$ cat src/rtl/mkds_pkg.sv
`default_nettype none

package mkds_pkg;

    localparam int ROWS = 4;
    localparam int COLS = 4;

    // the input carries a fixed 16-bit snapshot; keys past it cannot be seen
    localparam int INPUT_BITS = 16;
    localparam int KEY_COUNT  = (ROWS * COLS < INPUT_BITS) ? ROWS * COLS : INPUT_BITS;
    localparam int KEY_W      = 4;

    localparam int LIMIT_W   = 16;
    localparam int STEP_W    = 10;
    localparam int ELAPSED_W = 17;
    localparam int CFG_W     = 16;
    localparam int CFG_IDX_W = 2;

    localparam logic [LIMIT_W-1:0] LIMIT_RESET = 16'd40;
    localparam logic [STEP_W-1:0]  STEP_RESET  = 10'd10;

    localparam logic [CFG_IDX_W-1:0] CFG_DEBOUNCE_LIMIT = 2'd0;
    localparam logic [CFG_IDX_W-1:0] CFG_TICK_STEP      = 2'd1;

    localparam int QUEUE_DEPTH = 2;
    localparam int QPTR_W      = 1;
    localparam int QCNT_W      = 2;

    typedef struct packed {
        logic             found;
        logic [KEY_W-1:0] key;
    } scan_t;

    // first pressed key in row-major order
    function automatic scan_t find_key(input logic [INPUT_BITS-1:0] matrix);
        scan_t res;
        res.found = 1'b0;
        res.key   = '0;
        for (int i = KEY_COUNT - 1; i >= 0; i--)
        begin
            if (matrix[i])
            begin
                res.found = 1'b1;
                res.key   = KEY_W'(i);
            end
        end
        return res;
    endfunction

endpackage

`default_nettype wire

$ cat src/rtl/matrix_keypad_debounced_scanner.sv
// An accepted scan beat waits in the queue; its mode update and result beat are registered.
// Throughput: one scan beat per cycle while result_ready stays high; the encoder is
// combinational, and a two-entry queue plus the output register absorb stalls downstream.
// Reset (rst_n, async, active low): mode scanning, latched key and timer zero,
// debounce_limit 40, tick_step 10, queue and output register empty.
`default_nettype none

module matrix_keypad_debounced_scanner
    import mkds_pkg::*;
(
    input  wire logic                  clk,
    input  wire logic                  rst_n,
    input  wire logic                  cfg_we,
    input  wire logic [CFG_IDX_W-1:0]  cfg_index,
    input  wire logic [CFG_W-1:0]      cfg_data,
    input  wire logic                  scan_valid,
    output logic                       scan_ready,
    input  wire logic [INPUT_BITS-1:0] key_matrix,
    output logic                       result_valid,
    input  wire logic                  result_ready,
    output logic                       release_valid,
    output logic [KEY_W-1:0]           released_key
);

    logic              q_full;
    logic              q_push;
    logic              q_pop;
    logic              q_not_empty;
    scan_t             q_entry;
    scan_t             q_head;
    logic [QCNT_W-1:0] q_level;

    mkds_front u_front (
        .scan_valid (scan_valid),
        .scan_ready (scan_ready),
        .key_matrix (key_matrix),
        .q_full     (q_full),
        .q_push     (q_push),
        .q_entry    (q_entry)
    );

    mkds_queue u_queue (
        .clk        (clk),
        .rst_n      (rst_n),
        .push       (q_push),
        .push_entry (q_entry),
        .full       (q_full),
        .pop        (q_pop),
        .not_empty  (q_not_empty),
        .head       (q_head),
        .level      (q_level)
    );

    mkds_back u_back (
        .clk           (clk),
        .rst_n         (rst_n),
        .cfg_we        (cfg_we),
        .cfg_index     (cfg_index),
        .cfg_data      (cfg_data),
        .q_not_empty   (q_not_empty),
        .q_head        (q_head),
        .q_pop         (q_pop),
        .result_valid  (result_valid),
        .result_ready  (result_ready),
        .release_valid (release_valid),
        .released_key  (released_key)
    );

    // a non-release beat always carries key zero
    assert property (@(posedge clk) disable iff (!rst_n)
        (result_valid && !release_valid) |-> (released_key == '0))
        else $error("released_key nonzero without release");

    // a fresh result beat must come from a queued scan
    assert property (@(posedge clk) disable iff (!rst_n)
        $rose(result_valid) |-> $past(q_level != '0))
        else $error("result beat with no queued scan");

    // queue never overruns or underruns
    assert property (@(posedge clk) disable iff (!rst_n)
        !(q_push && q_full) && !(q_pop && !q_not_empty))
        else $error("queue overrun or underrun");

    // queue level rises by one on a push without a pop
    assert property (@(posedge clk) disable iff (!rst_n)
        (q_push && !q_pop) |=> (q_level == $past(q_level) + 1'b1))
        else $error("queue level did not advance on push");

endmodule

`default_nettype wire

$ cat src/rtl/mkds_front.sv
`default_nettype none

module mkds_front
    import mkds_pkg::*;
(
    input  wire logic                  scan_valid,
    output logic                       scan_ready,
    input  wire logic [INPUT_BITS-1:0] key_matrix,
    input  wire logic                  q_full,
    output logic                       q_push,
    output scan_t                      q_entry
);

    assign scan_ready = !q_full;
    assign q_push     = scan_valid && !q_full;
    assign q_entry    = find_key(key_matrix);

endmodule

`default_nettype wire

$ cat src/rtl/mkds_queue.sv
`default_nettype none

module mkds_queue
    import mkds_pkg::*;
(
    input  wire logic              clk,
    input  wire logic              rst_n,
    input  wire logic              push,
    input  wire scan_t             push_entry,
    output logic                   full,
    input  wire logic              pop,
    output logic                   not_empty,
    output scan_t                  head,
    output logic [QCNT_W-1:0]      level
);

    scan_t              mem [QUEUE_DEPTH];
    logic [QPTR_W-1:0]  wr_ptr_reg, wr_ptr_next;
    logic [QPTR_W-1:0]  rd_ptr_reg, rd_ptr_next;
    logic [QCNT_W-1:0]  count_reg, count_next;

    assign full      = (count_reg == QCNT_W'(QUEUE_DEPTH));
    assign not_empty = (count_reg != '0);
    assign head      = mem[rd_ptr_reg];
    assign level     = count_reg;

    always_comb
    begin
        wr_ptr_next = push ? wr_ptr_reg + 1'b1 : wr_ptr_reg;
        rd_ptr_next = pop ? rd_ptr_reg + 1'b1 : rd_ptr_reg;
        count_next  = count_reg;
        if (push && !pop)
        begin
            count_next = count_reg + 1'b1;
        end
        else if (pop && !push)
        begin
            count_next = count_reg - 1'b1;
        end
    end

    always_ff @(posedge clk)
    begin
        if (push)
        begin
            mem[wr_ptr_reg] <= push_entry;
        end
    end

    always_ff @(posedge clk or negedge rst_n)
    begin
        if (!rst_n)
        begin
            wr_ptr_reg <= '0;
            rd_ptr_reg <= '0;
            count_reg  <= '0;
        end
        else
        begin
            wr_ptr_reg <= wr_ptr_next;
            rd_ptr_reg <= rd_ptr_next;
            count_reg  <= count_next;
        end
    end

endmodule

`default_nettype wire

$ cat src/rtl/mkds_back.sv
`default_nettype none

module mkds_back
    import mkds_pkg::*;
(
    input  wire logic                 clk,
    input  wire logic                 rst_n,
    input  wire logic                 cfg_we,
    input  wire logic [CFG_IDX_W-1:0] cfg_index,
    input  wire logic [CFG_W-1:0]     cfg_data,
    input  wire logic                 q_not_empty,
    input  wire scan_t                q_head,
    output logic                      q_pop,
    output logic                      result_valid,
    input  wire logic                 result_ready,
    output logic                      release_valid,
    output logic [KEY_W-1:0]          released_key
);

    typedef enum logic [1:0] {
        MODE_SCANNING = 2'd0,
        MODE_DEBOUNCE = 2'd1,
        MODE_HELD     = 2'd2
    } mode_t;

    mode_t                  mode_reg, mode_next;
    logic [KEY_W-1:0]       latched_reg, latched_next;
    logic [ELAPSED_W-1:0]   elapsed_reg, elapsed_next;
    logic [LIMIT_W-1:0]     limit_reg, limit_next;
    logic [STEP_W-1:0]      step_reg, step_next;
    logic                   res_valid_reg, res_valid_next;
    logic                   rel_valid_reg, rel_valid_next;
    logic [KEY_W-1:0]       rel_key_reg, rel_key_next;
    logic [ELAPSED_W:0]     elapsed_sum;

    assign q_pop         = q_not_empty && (!res_valid_reg || result_ready);
    assign result_valid  = res_valid_reg;
    assign release_valid = rel_valid_reg;
    assign released_key  = rel_key_reg;

    assign elapsed_sum = {1'b0, elapsed_reg} + (ELAPSED_W + 1)'(step_reg);

    always_comb
    begin
        mode_next      = mode_reg;
        latched_next   = latched_reg;
        elapsed_next   = elapsed_reg;
        limit_next     = limit_reg;
        step_next      = step_reg;
        rel_valid_next = rel_valid_reg;
        rel_key_next   = rel_key_reg;
        res_valid_next = res_valid_reg;

        if (cfg_we)
        begin
            case (cfg_index)
                CFG_DEBOUNCE_LIMIT: limit_next = cfg_data[LIMIT_W-1:0];
                CFG_TICK_STEP:      step_next  = cfg_data[STEP_W-1:0];
                default:            ;
            endcase
        end

        if (result_ready)
        begin
            res_valid_next = 1'b0;
        end

        if (q_pop)
        begin
            res_valid_next = 1'b1;
            rel_valid_next = 1'b0;
            rel_key_next   = '0;
            case (mode_reg)
                MODE_DEBOUNCE:
                begin
                    if (elapsed_reg >= ELAPSED_W'(limit_reg))
                    begin
                        if (q_head.found && q_head.key == latched_reg)
                        begin
                            mode_next = MODE_HELD;
                        end
                        else
                        begin
                            mode_next = MODE_SCANNING;
                        end
                    end
                    // saturate at the 17-bit ceiling
                    elapsed_next = elapsed_sum[ELAPSED_W] ? '1 : elapsed_sum[ELAPSED_W-1:0];
                end
                MODE_HELD:
                begin
                    if (!q_head.found || q_head.key != latched_reg)
                    begin
                        mode_next = MODE_SCANNING;
                        if (!q_head.found)
                        begin
                            rel_valid_next = 1'b1;
                            rel_key_next   = latched_reg;
                        end
                    end
                end
                default:
                begin
                    if (q_head.found)
                    begin
                        latched_next = q_head.key;
                        elapsed_next = '0;
                        mode_next    = MODE_DEBOUNCE;
                    end
                    else
                    begin
                        mode_next = MODE_SCANNING;
                    end
                end
            endcase
        end
    end

    always_ff @(posedge clk or negedge rst_n)
    begin
        if (!rst_n)
        begin
            mode_reg      <= MODE_SCANNING;
            latched_reg   <= '0;
            elapsed_reg   <= '0;
            limit_reg     <= LIMIT_RESET;
            step_reg      <= STEP_RESET;
            res_valid_reg <= 1'b0;
            rel_valid_reg <= 1'b0;
            rel_key_reg   <= '0;
        end
        else
        begin
            mode_reg      <= mode_next;
            latched_reg   <= latched_next;
            elapsed_reg   <= elapsed_next;
            limit_reg     <= limit_next;
            step_reg      <= step_next;
            res_valid_reg <= res_valid_next;
            rel_valid_reg <= rel_valid_next;
            rel_key_reg   <= rel_key_next;
        end
    end

endmodule

`default_nettype wire

$ cat config.mk
export PLATFORM = sky130hd
export DESIGN_NAME = matrix_keypad_debounced_scanner
export DESIGN_NICKNAME = d
export VERILOG_FILES = /design/src/rtl/mkds_pkg.sv /design/src/rtl/matrix_keypad_debounced_scanner.sv /design/src/rtl/mkds_front.sv /design/src/rtl/mkds_queue.sv /design/src/rtl/mkds_back.sv
export SDC_FILE = /design/constraint.sdc
export NUM_CORES = 1
export LEC_CHECK = 0
export BUFFER_PORTS_ARGS = -buffer_cell sky130_fd_sc_hd__buf_2
export CAP_MARGIN = 20
export CORE_AREA = 2 2 96 98
export DETAILED_ROUTE_END_ITERATION = 16
export DIE_AREA = 0 0 98 100
export HOLD_SLACK_MARGIN = 0.06
export SETUP_SLACK_MARGIN = 0.02
export SYNTH_ARGS = -nofsm -noshare
export SYNTH_HDL_FRONTEND = slang
export SYNTH_HIERARCHICAL = 1
export SYNTH_SLANG_ARGS = --single-unit
$ cat constraint.sdc
create_clock -name clk -period 4.8 [get_ports clk]
set_input_delay 0.48 -clock clk [delete_from_list [all_inputs] [get_ports clk]]
set_output_delay 0.48 -clock clk [all_outputs]
set_load 0.05 [all_outputs]
# After elaboration in Yosys (flattened, before gate mapping)
# Memories as Yosys holds them, arrays and structs flattened.
# Index checks and enable logic that the tools add are counted.
word_totals:
  n_memories: 1
  register_bits: 59
  out_inout_bits: 7
  wordCells: 87
  ramBits: 10
classes:
  bitwise_logic: 2
  muxes: 36
  n_eq_ne: 8
  add_sub_neg: 5
  n_lt_le_gt_ge: 1
  n_reduce_logical: 23
memory_table:
  columns: ["name", "words", "word_bits", "rd", "rd_ports_with_merged_regs", "wr", "line_no", "text"]
  rows:
  - ["u_queue.mem", 2, 5, 1, 0, 1, "mkds_queue.sv:17", "scan_t mem [QUEUE_DEPTH];"]
ops:
  columns: ["cell", "n"]
  rows:
  - ["two-way mux 5 bit", 16]
  - ["two-way mux 17 bit", 2]
  - ["case mux 17 bit (2 select lines)", 1]
  - ["adder 17 x 10 -> 18 bit", 1]
  - [">= comparator 17 x 16 -> 1 bit", 1]
  - ["two-way mux 4 bit", 3]
  - ["two-way mux 2 bit", 5]
  - ["AND reduction 3 bit", 3]
  - ["two-way mux 1 bit", 8]
  - ["nonzero test 2 bit", 4]
  - ["logical AND 1 bit", 5]
  - ["zero test 1 bit", 5]
  - ["equality test 2 x 1 -> 1 bit (second input constant)", 2]
  - ["equality test 2 bit (second input constant)", 2]
  - ["equality test 4 bit", 1]
  - ["inequality test 2 x 1 -> 1 bit (second input constant)", 2]
  - ["inequality test 4 bit", 1]
  - ["case mux 2 bit (2 select lines)", 1]
  - ["AND reduction 2 bit", 2]
  - ["adder 1 bit (second input constant)", 2]
  - ["adder 2 x 1 -> 2 bit (second input constant)", 1]
  - ["zero test 2 bit", 1]
  - ["logical OR 1 bit", 2]
  - ["inverter 1 bit", 2]
  - ["other kinds (2)", 2]

# Depth between registers and ports, before layout
logic_depth:
  ltp_word: 16
  depth_mapped: 9
  depth_no_buf: 9

# Cells and area by module
# The synthesis kept the hierarchy.
modules_own_cells:
  columns: ["mod", "cells_per_inst", "n_inst", "area_per_inst_um2"]
  rows:
  - ["mkds_back", 325, 1, 3184.3]
  - ["mkds_queue", 32, 1, 559.3]
  - ["mkds_front", 36, 1, 185.2]

# Worst setup path after synthesis
# No wires, ideal clock.
synth_timing:
  path_type: "register to register"
  from: "register u_back.step_reg[1]"
  to: "register u_back.elapsed_reg[12]"
  setup_slack_ns: 2.678
  required_time_ns: 4.713
  path_buffers: 0
  path_stages_with_launch: 9
  setup_time_ns: 0.087
  arrival_ns: 2.035
  cell_sequence: "dfstp_2 inv_1 fa_1 nand2b_1 a21oi_2 o221ai_2 a21oi_2 a41oi_1 a211oi_2"
synth_between:
  elab_chain_len: 3
synth_rtl:
  columns: ["element", "line_no", "text"]
  rows:
  - ["start: declaration", "mkds_back.sv:30", "logic [STEP_W-1:0] step_reg, step_next;"]
  - ["start signal: assignment", "mkds_back.sv:138", "step_reg <= step_next;"]
  - ["adder 17 x 10 -> 18 bit", "mkds_back.sv:41", "assign elapsed_sum = {1'b0, elapsed_reg} + (ELAPSED_W + 1)'(step_reg);"]
  - ["two-way mux 17 bit", "mkds_back.sv:88", "elapsed_next = elapsed_sum[ELAPSED_W] ? '1 : elapsed_sum[ELAPSED_W-1:0];"]
  - ["case mux 17 bit (2 select lines)", "mkds_back.sv:73", "case (mode_reg)"]
  - ["end signal: assignment", "mkds_back.sv:136", "elapsed_reg <= elapsed_next;"]
  - ["end: declaration", "mkds_back.sv:28", "logic [ELAPSED_W-1:0] elapsed_reg, elapsed_next;"]
# Every way passes these cells.
# A chain may end at the register's enable or synchronous reset.

# Final worst setup path
layout_timing:
  from: "register u_queue.count_reg[0], in the netlist u_queue/level[0]"
  to: "register u_back.elapsed_reg[16]"
layout_between:
  elab_chain_len: 3
layout_rtl:
  columns: ["element", "line_no", "text"]
  rows:
  - ["start: declaration", "mkds_queue.sv:20", "logic [QCNT_W-1:0] count_reg, count_next;"]
  - ["start signal: assignment", "mkds_queue.sv:62", "count_reg <= count_next;"]
  - ["nonzero test 2 bit", "mkds_queue.sv:23", "assign not_empty = (count_reg != '0);"]
  - ["net q_not_empty", "matrix_keypad_debounced_scanner.sv:28", "logic q_not_empty;"]
  - ["logical AND 1 bit", "mkds_back.sv:36", "assign q_pop = q_not_empty && (!res_valid_reg || result_ready);"]
  - ["AND reduction 3 bit (no line)", null, null]
# The timed path passes the listed nets, and every way through them passes these cells.

==> flow_summary.toml <==
[global_routing]
grt_max_degree = 60
overflow = 0
grtUsageTotal_pct = 17.2
grt_pass1_vias = 2792
grt_antenna_before_repair = 0
grt_pass1_wl_mm = 13.4

[sta]
fmax_mhz = 416
slew_viol_final = 0
setup_violations = 0
tns_ns = 0
worstMarginPinSlew_ns = 0.895
rsz0062_at_grt = "no"
hold_viol_final = 0
fin_crit_sh_pct = 50.1
setup_slack_ns = 2.40
finClkSkew_ns = 0.0115
period_needed_ns = 2.40
slew_headroom_pct = 40.0

[clock_tree]
htree_levels = 3
post_cts_resized = 0
post_cts_buffers = 0
cts-hold-fix-buffers = 0
clockBufferDepth = 2
clk_latency_ns = 0.34
cts_buffers = 9
cts-root-buf = "clkbuf_8"
cts_tree = "done"
path_clk_slew_ns = 0.07
cts_sinks = 69

[place]
dp.cells = 542
io_buffers = 45
place.gp.congestion = 0.821
place_hpwl_mm = 5.95
place_ws_ns = 2.24

[cells_and_area]
nNetsFinal = 511
antennaDiodeCount = 0
utilization_pct = 50.9
instances_no_fill = 558
largest_reg_flops = 17
drive_gt1_share_pct = 23.0
syn_to_final_growth_pct = 15.2

[logic_synthesis]
async_reset_ff_share_pct = 85.5
synth.top_cell.area_share_pct = 35.0
ys_ff_latch = 69
synthFlopType = "dfrtp_1"
ys_seq_area_share_pct = 45.4
syn-num-nets = 462
synth.distinct_cells = 61
synthTopCellsByArea = "dfrtp_1 (35%), ha_1 (9.2%), edfxtp_1 (7.6%), mux2_2 (6.0%), o21ai_0 (4.6%)"
syn_area_per_cell_um2 = 10.0
synthesis.area_um2 = 3930
synth_top_cell_by_area = "dfrtp_1"
synth_edf_count = 10
netlist_instances = 393
yosys_warnings = 6

[critical_path]
cp_max_fo = 17
critPathRequiredTime_ns = 5.05
crit_arrival_ns = 2.65
critical-path-slowest-cell = "nor3_2"
ff2ff_path_depth = 6
worstPathCellList = "or2_2 > nand2_1 > nor3_2 > and3_1 > a31oi_1 > a311oi_1"
end_kind = "register"
critPathLaunchType = "register"
critPathKind = "reg2reg"
slowest_delay_ns = 0.82

[detailed_routing]
wl_per_cell_um = 14.2
vias = 2952
antenna_left = 0
drt_iter0_markers = 106
firstDrtPassIters = 4
routed_wl_mm = 7.91
drc = 0
viasPerCell = 5.29

[status]
outcome = "complete, no violations"

[job]
cap_violations = 0

[power_and_ir_drop]
peakVddDrop_uv = 321
powerDensity_nw_per_um2 = 531
p_leak_nw = 2.08

[floorplanning]
chipHeight_um = 100
core-area_um2 = 8890
initial_core_util_pct = 44.2
die_x_um = 98
row_count = 35
dieArea_um2 = 9800
io_pins = 46

[min_path]
hp-class = "in2async"
final timing paths:
kind,startpoint,endpoint,slack (ns)
setup / recovery,u_queue/level[0]$_DFFE_PN0P_,u_back/elapsed_reg[16]$_DFFE_PN0P_,2.40
hold / removal,rst_n,u_back/limit_reg[4]$_DFFE_PN0P_,0.28
setup reg to reg,u_queue/level[0]$_DFFE_PN0P_,u_back/elapsed_reg[16]$_DFFE_PN0P_,2.40
hold reg to reg,u_queue/wr_ptr_reg$_DFFE_PN0P_,u_queue/wr_ptr_reg$_DFFE_PN0P_,0.48
max in group asynchronous,rst_n,u_back/limit_reg[2]$_DFFE_PN0P_,4.02
min in group clk,cfg_data[14],u_back/limit_reg[14]$_DFFE_PN0P_,0.34
critical path: cells and delay by family, from the launching register on:
| family | cells | cell delay, ns |
|---|---|---|
| and+or+nand+nor | 4 | 1.55 |
| AOI/OAI and AO/OA | 2 | 0.35 |
| DFF | 1 | 0.41 |
where the power goes:
group	total [W]	internal, W	switching [W]
sequential	0.000845	0.000744	0.000101
clock	0.000618	0.000396	0.000222
combinational	0.000940	0.000400	0.000540
stage by stage:
step	hold WS [ns]	cell area (um^2)	power, W
after floorplan	0.184	3930	0.00158
after global placement	0.470	4260	0.00177
after detailed placement	0.476	4260	0.00180
after CTS	0.317	4530	0.00242
after global routing	0.328	4530	0.00259
final	0.279	4530	0.00240
metal layers:
metal  part of all wire [%]  track usage, %  wire length (um)  vias to the layer above
li1                       -               -                 -                     1503
met2                     46            27.0              3610                       71
met4                    1.3            5.13               106                        0
met1                     49            23.8              3850                     1370
met5                      0               0                 0                        -
met3                    4.3            4.11               340                        8
synth_stat cells, drive strengths merged (2+ instances only):
| master | instances |
|---|---|
| dfrtp | 55 |
| nand2 | 47 |
| o21ai | 36 |
| inv | 30 |
| ha | 29 |
| a21oi | 24 |
| mux2 | 21 |
| nor2 | 21 |
| edfxtp | 10 |
| xor2 | 9 |
| nand3 | 8 |
| a31oi | 7 |
| a21o | 6 |
| and3 | 6 |
| xnor2 | 6 |
| and2 | 5 |
| clkbuf | 5 |
| nand2b | 5 |
| nor3 | 5 |
| or3 | 5 |
| buf | 4 |
| dfstp | 4 |
| a211oi | 3 |
| nand4 | 3 |
| nor2b | 3 |
| nor4 | 3 |
| a221oi | 2 |
| and4 | 2 |
| mux2i | 2 |
| o21bai | 2 |
| o22ai | 2 |
| o311a | 2 |
layout make-up:
| cell class | count | area, um^2 |
|---|---|---|
| sequential | 69 | 1780 |
| clock buffer | 9 | 124 |
| fill | 846 | 4360 |
| clock inverter | 7 | 138 |
| multi-input combinational | 285 | 1990 |
| inverter | 30 | 113 |
| timing repair buffer | 47 | 240 |
| tap | 111 | 139 |
cell families after synthesis:
family / synth area share [%]
XOR/XNOR: 3.34
AND/OR/NAND/NOR: 15.1
AO/OA/AOI/OAI: 15.8
flip-flops: 45.4
adder cells (fa/ha/maj): 9.75
buffers and inverters: 4.11
multiplexers: 6.53
cell usage in the layout (no fill, tap or decap), types with 4 or more instances in the layout:
cell type,count
and2_1,4
nand3_1,8
bufinv_16,4
nand2_1,47
a21oi_1,21
clkbuf_8,9
a31oi_1,7
inv_1,29
nand2b_1,5
dfrtp_1,55
ha_1,29
edfxtp_1,10
o21ai_0,36
a21o_1,6
or3_1,5
xor2_1,9
buf_2,45
and3_1,6
xnor2_1,6
mux2_2,21
nor3_1,4
dfstp_2,4
nor2_1,21
No activity file was read; power rests on OpenSTA's default activity.
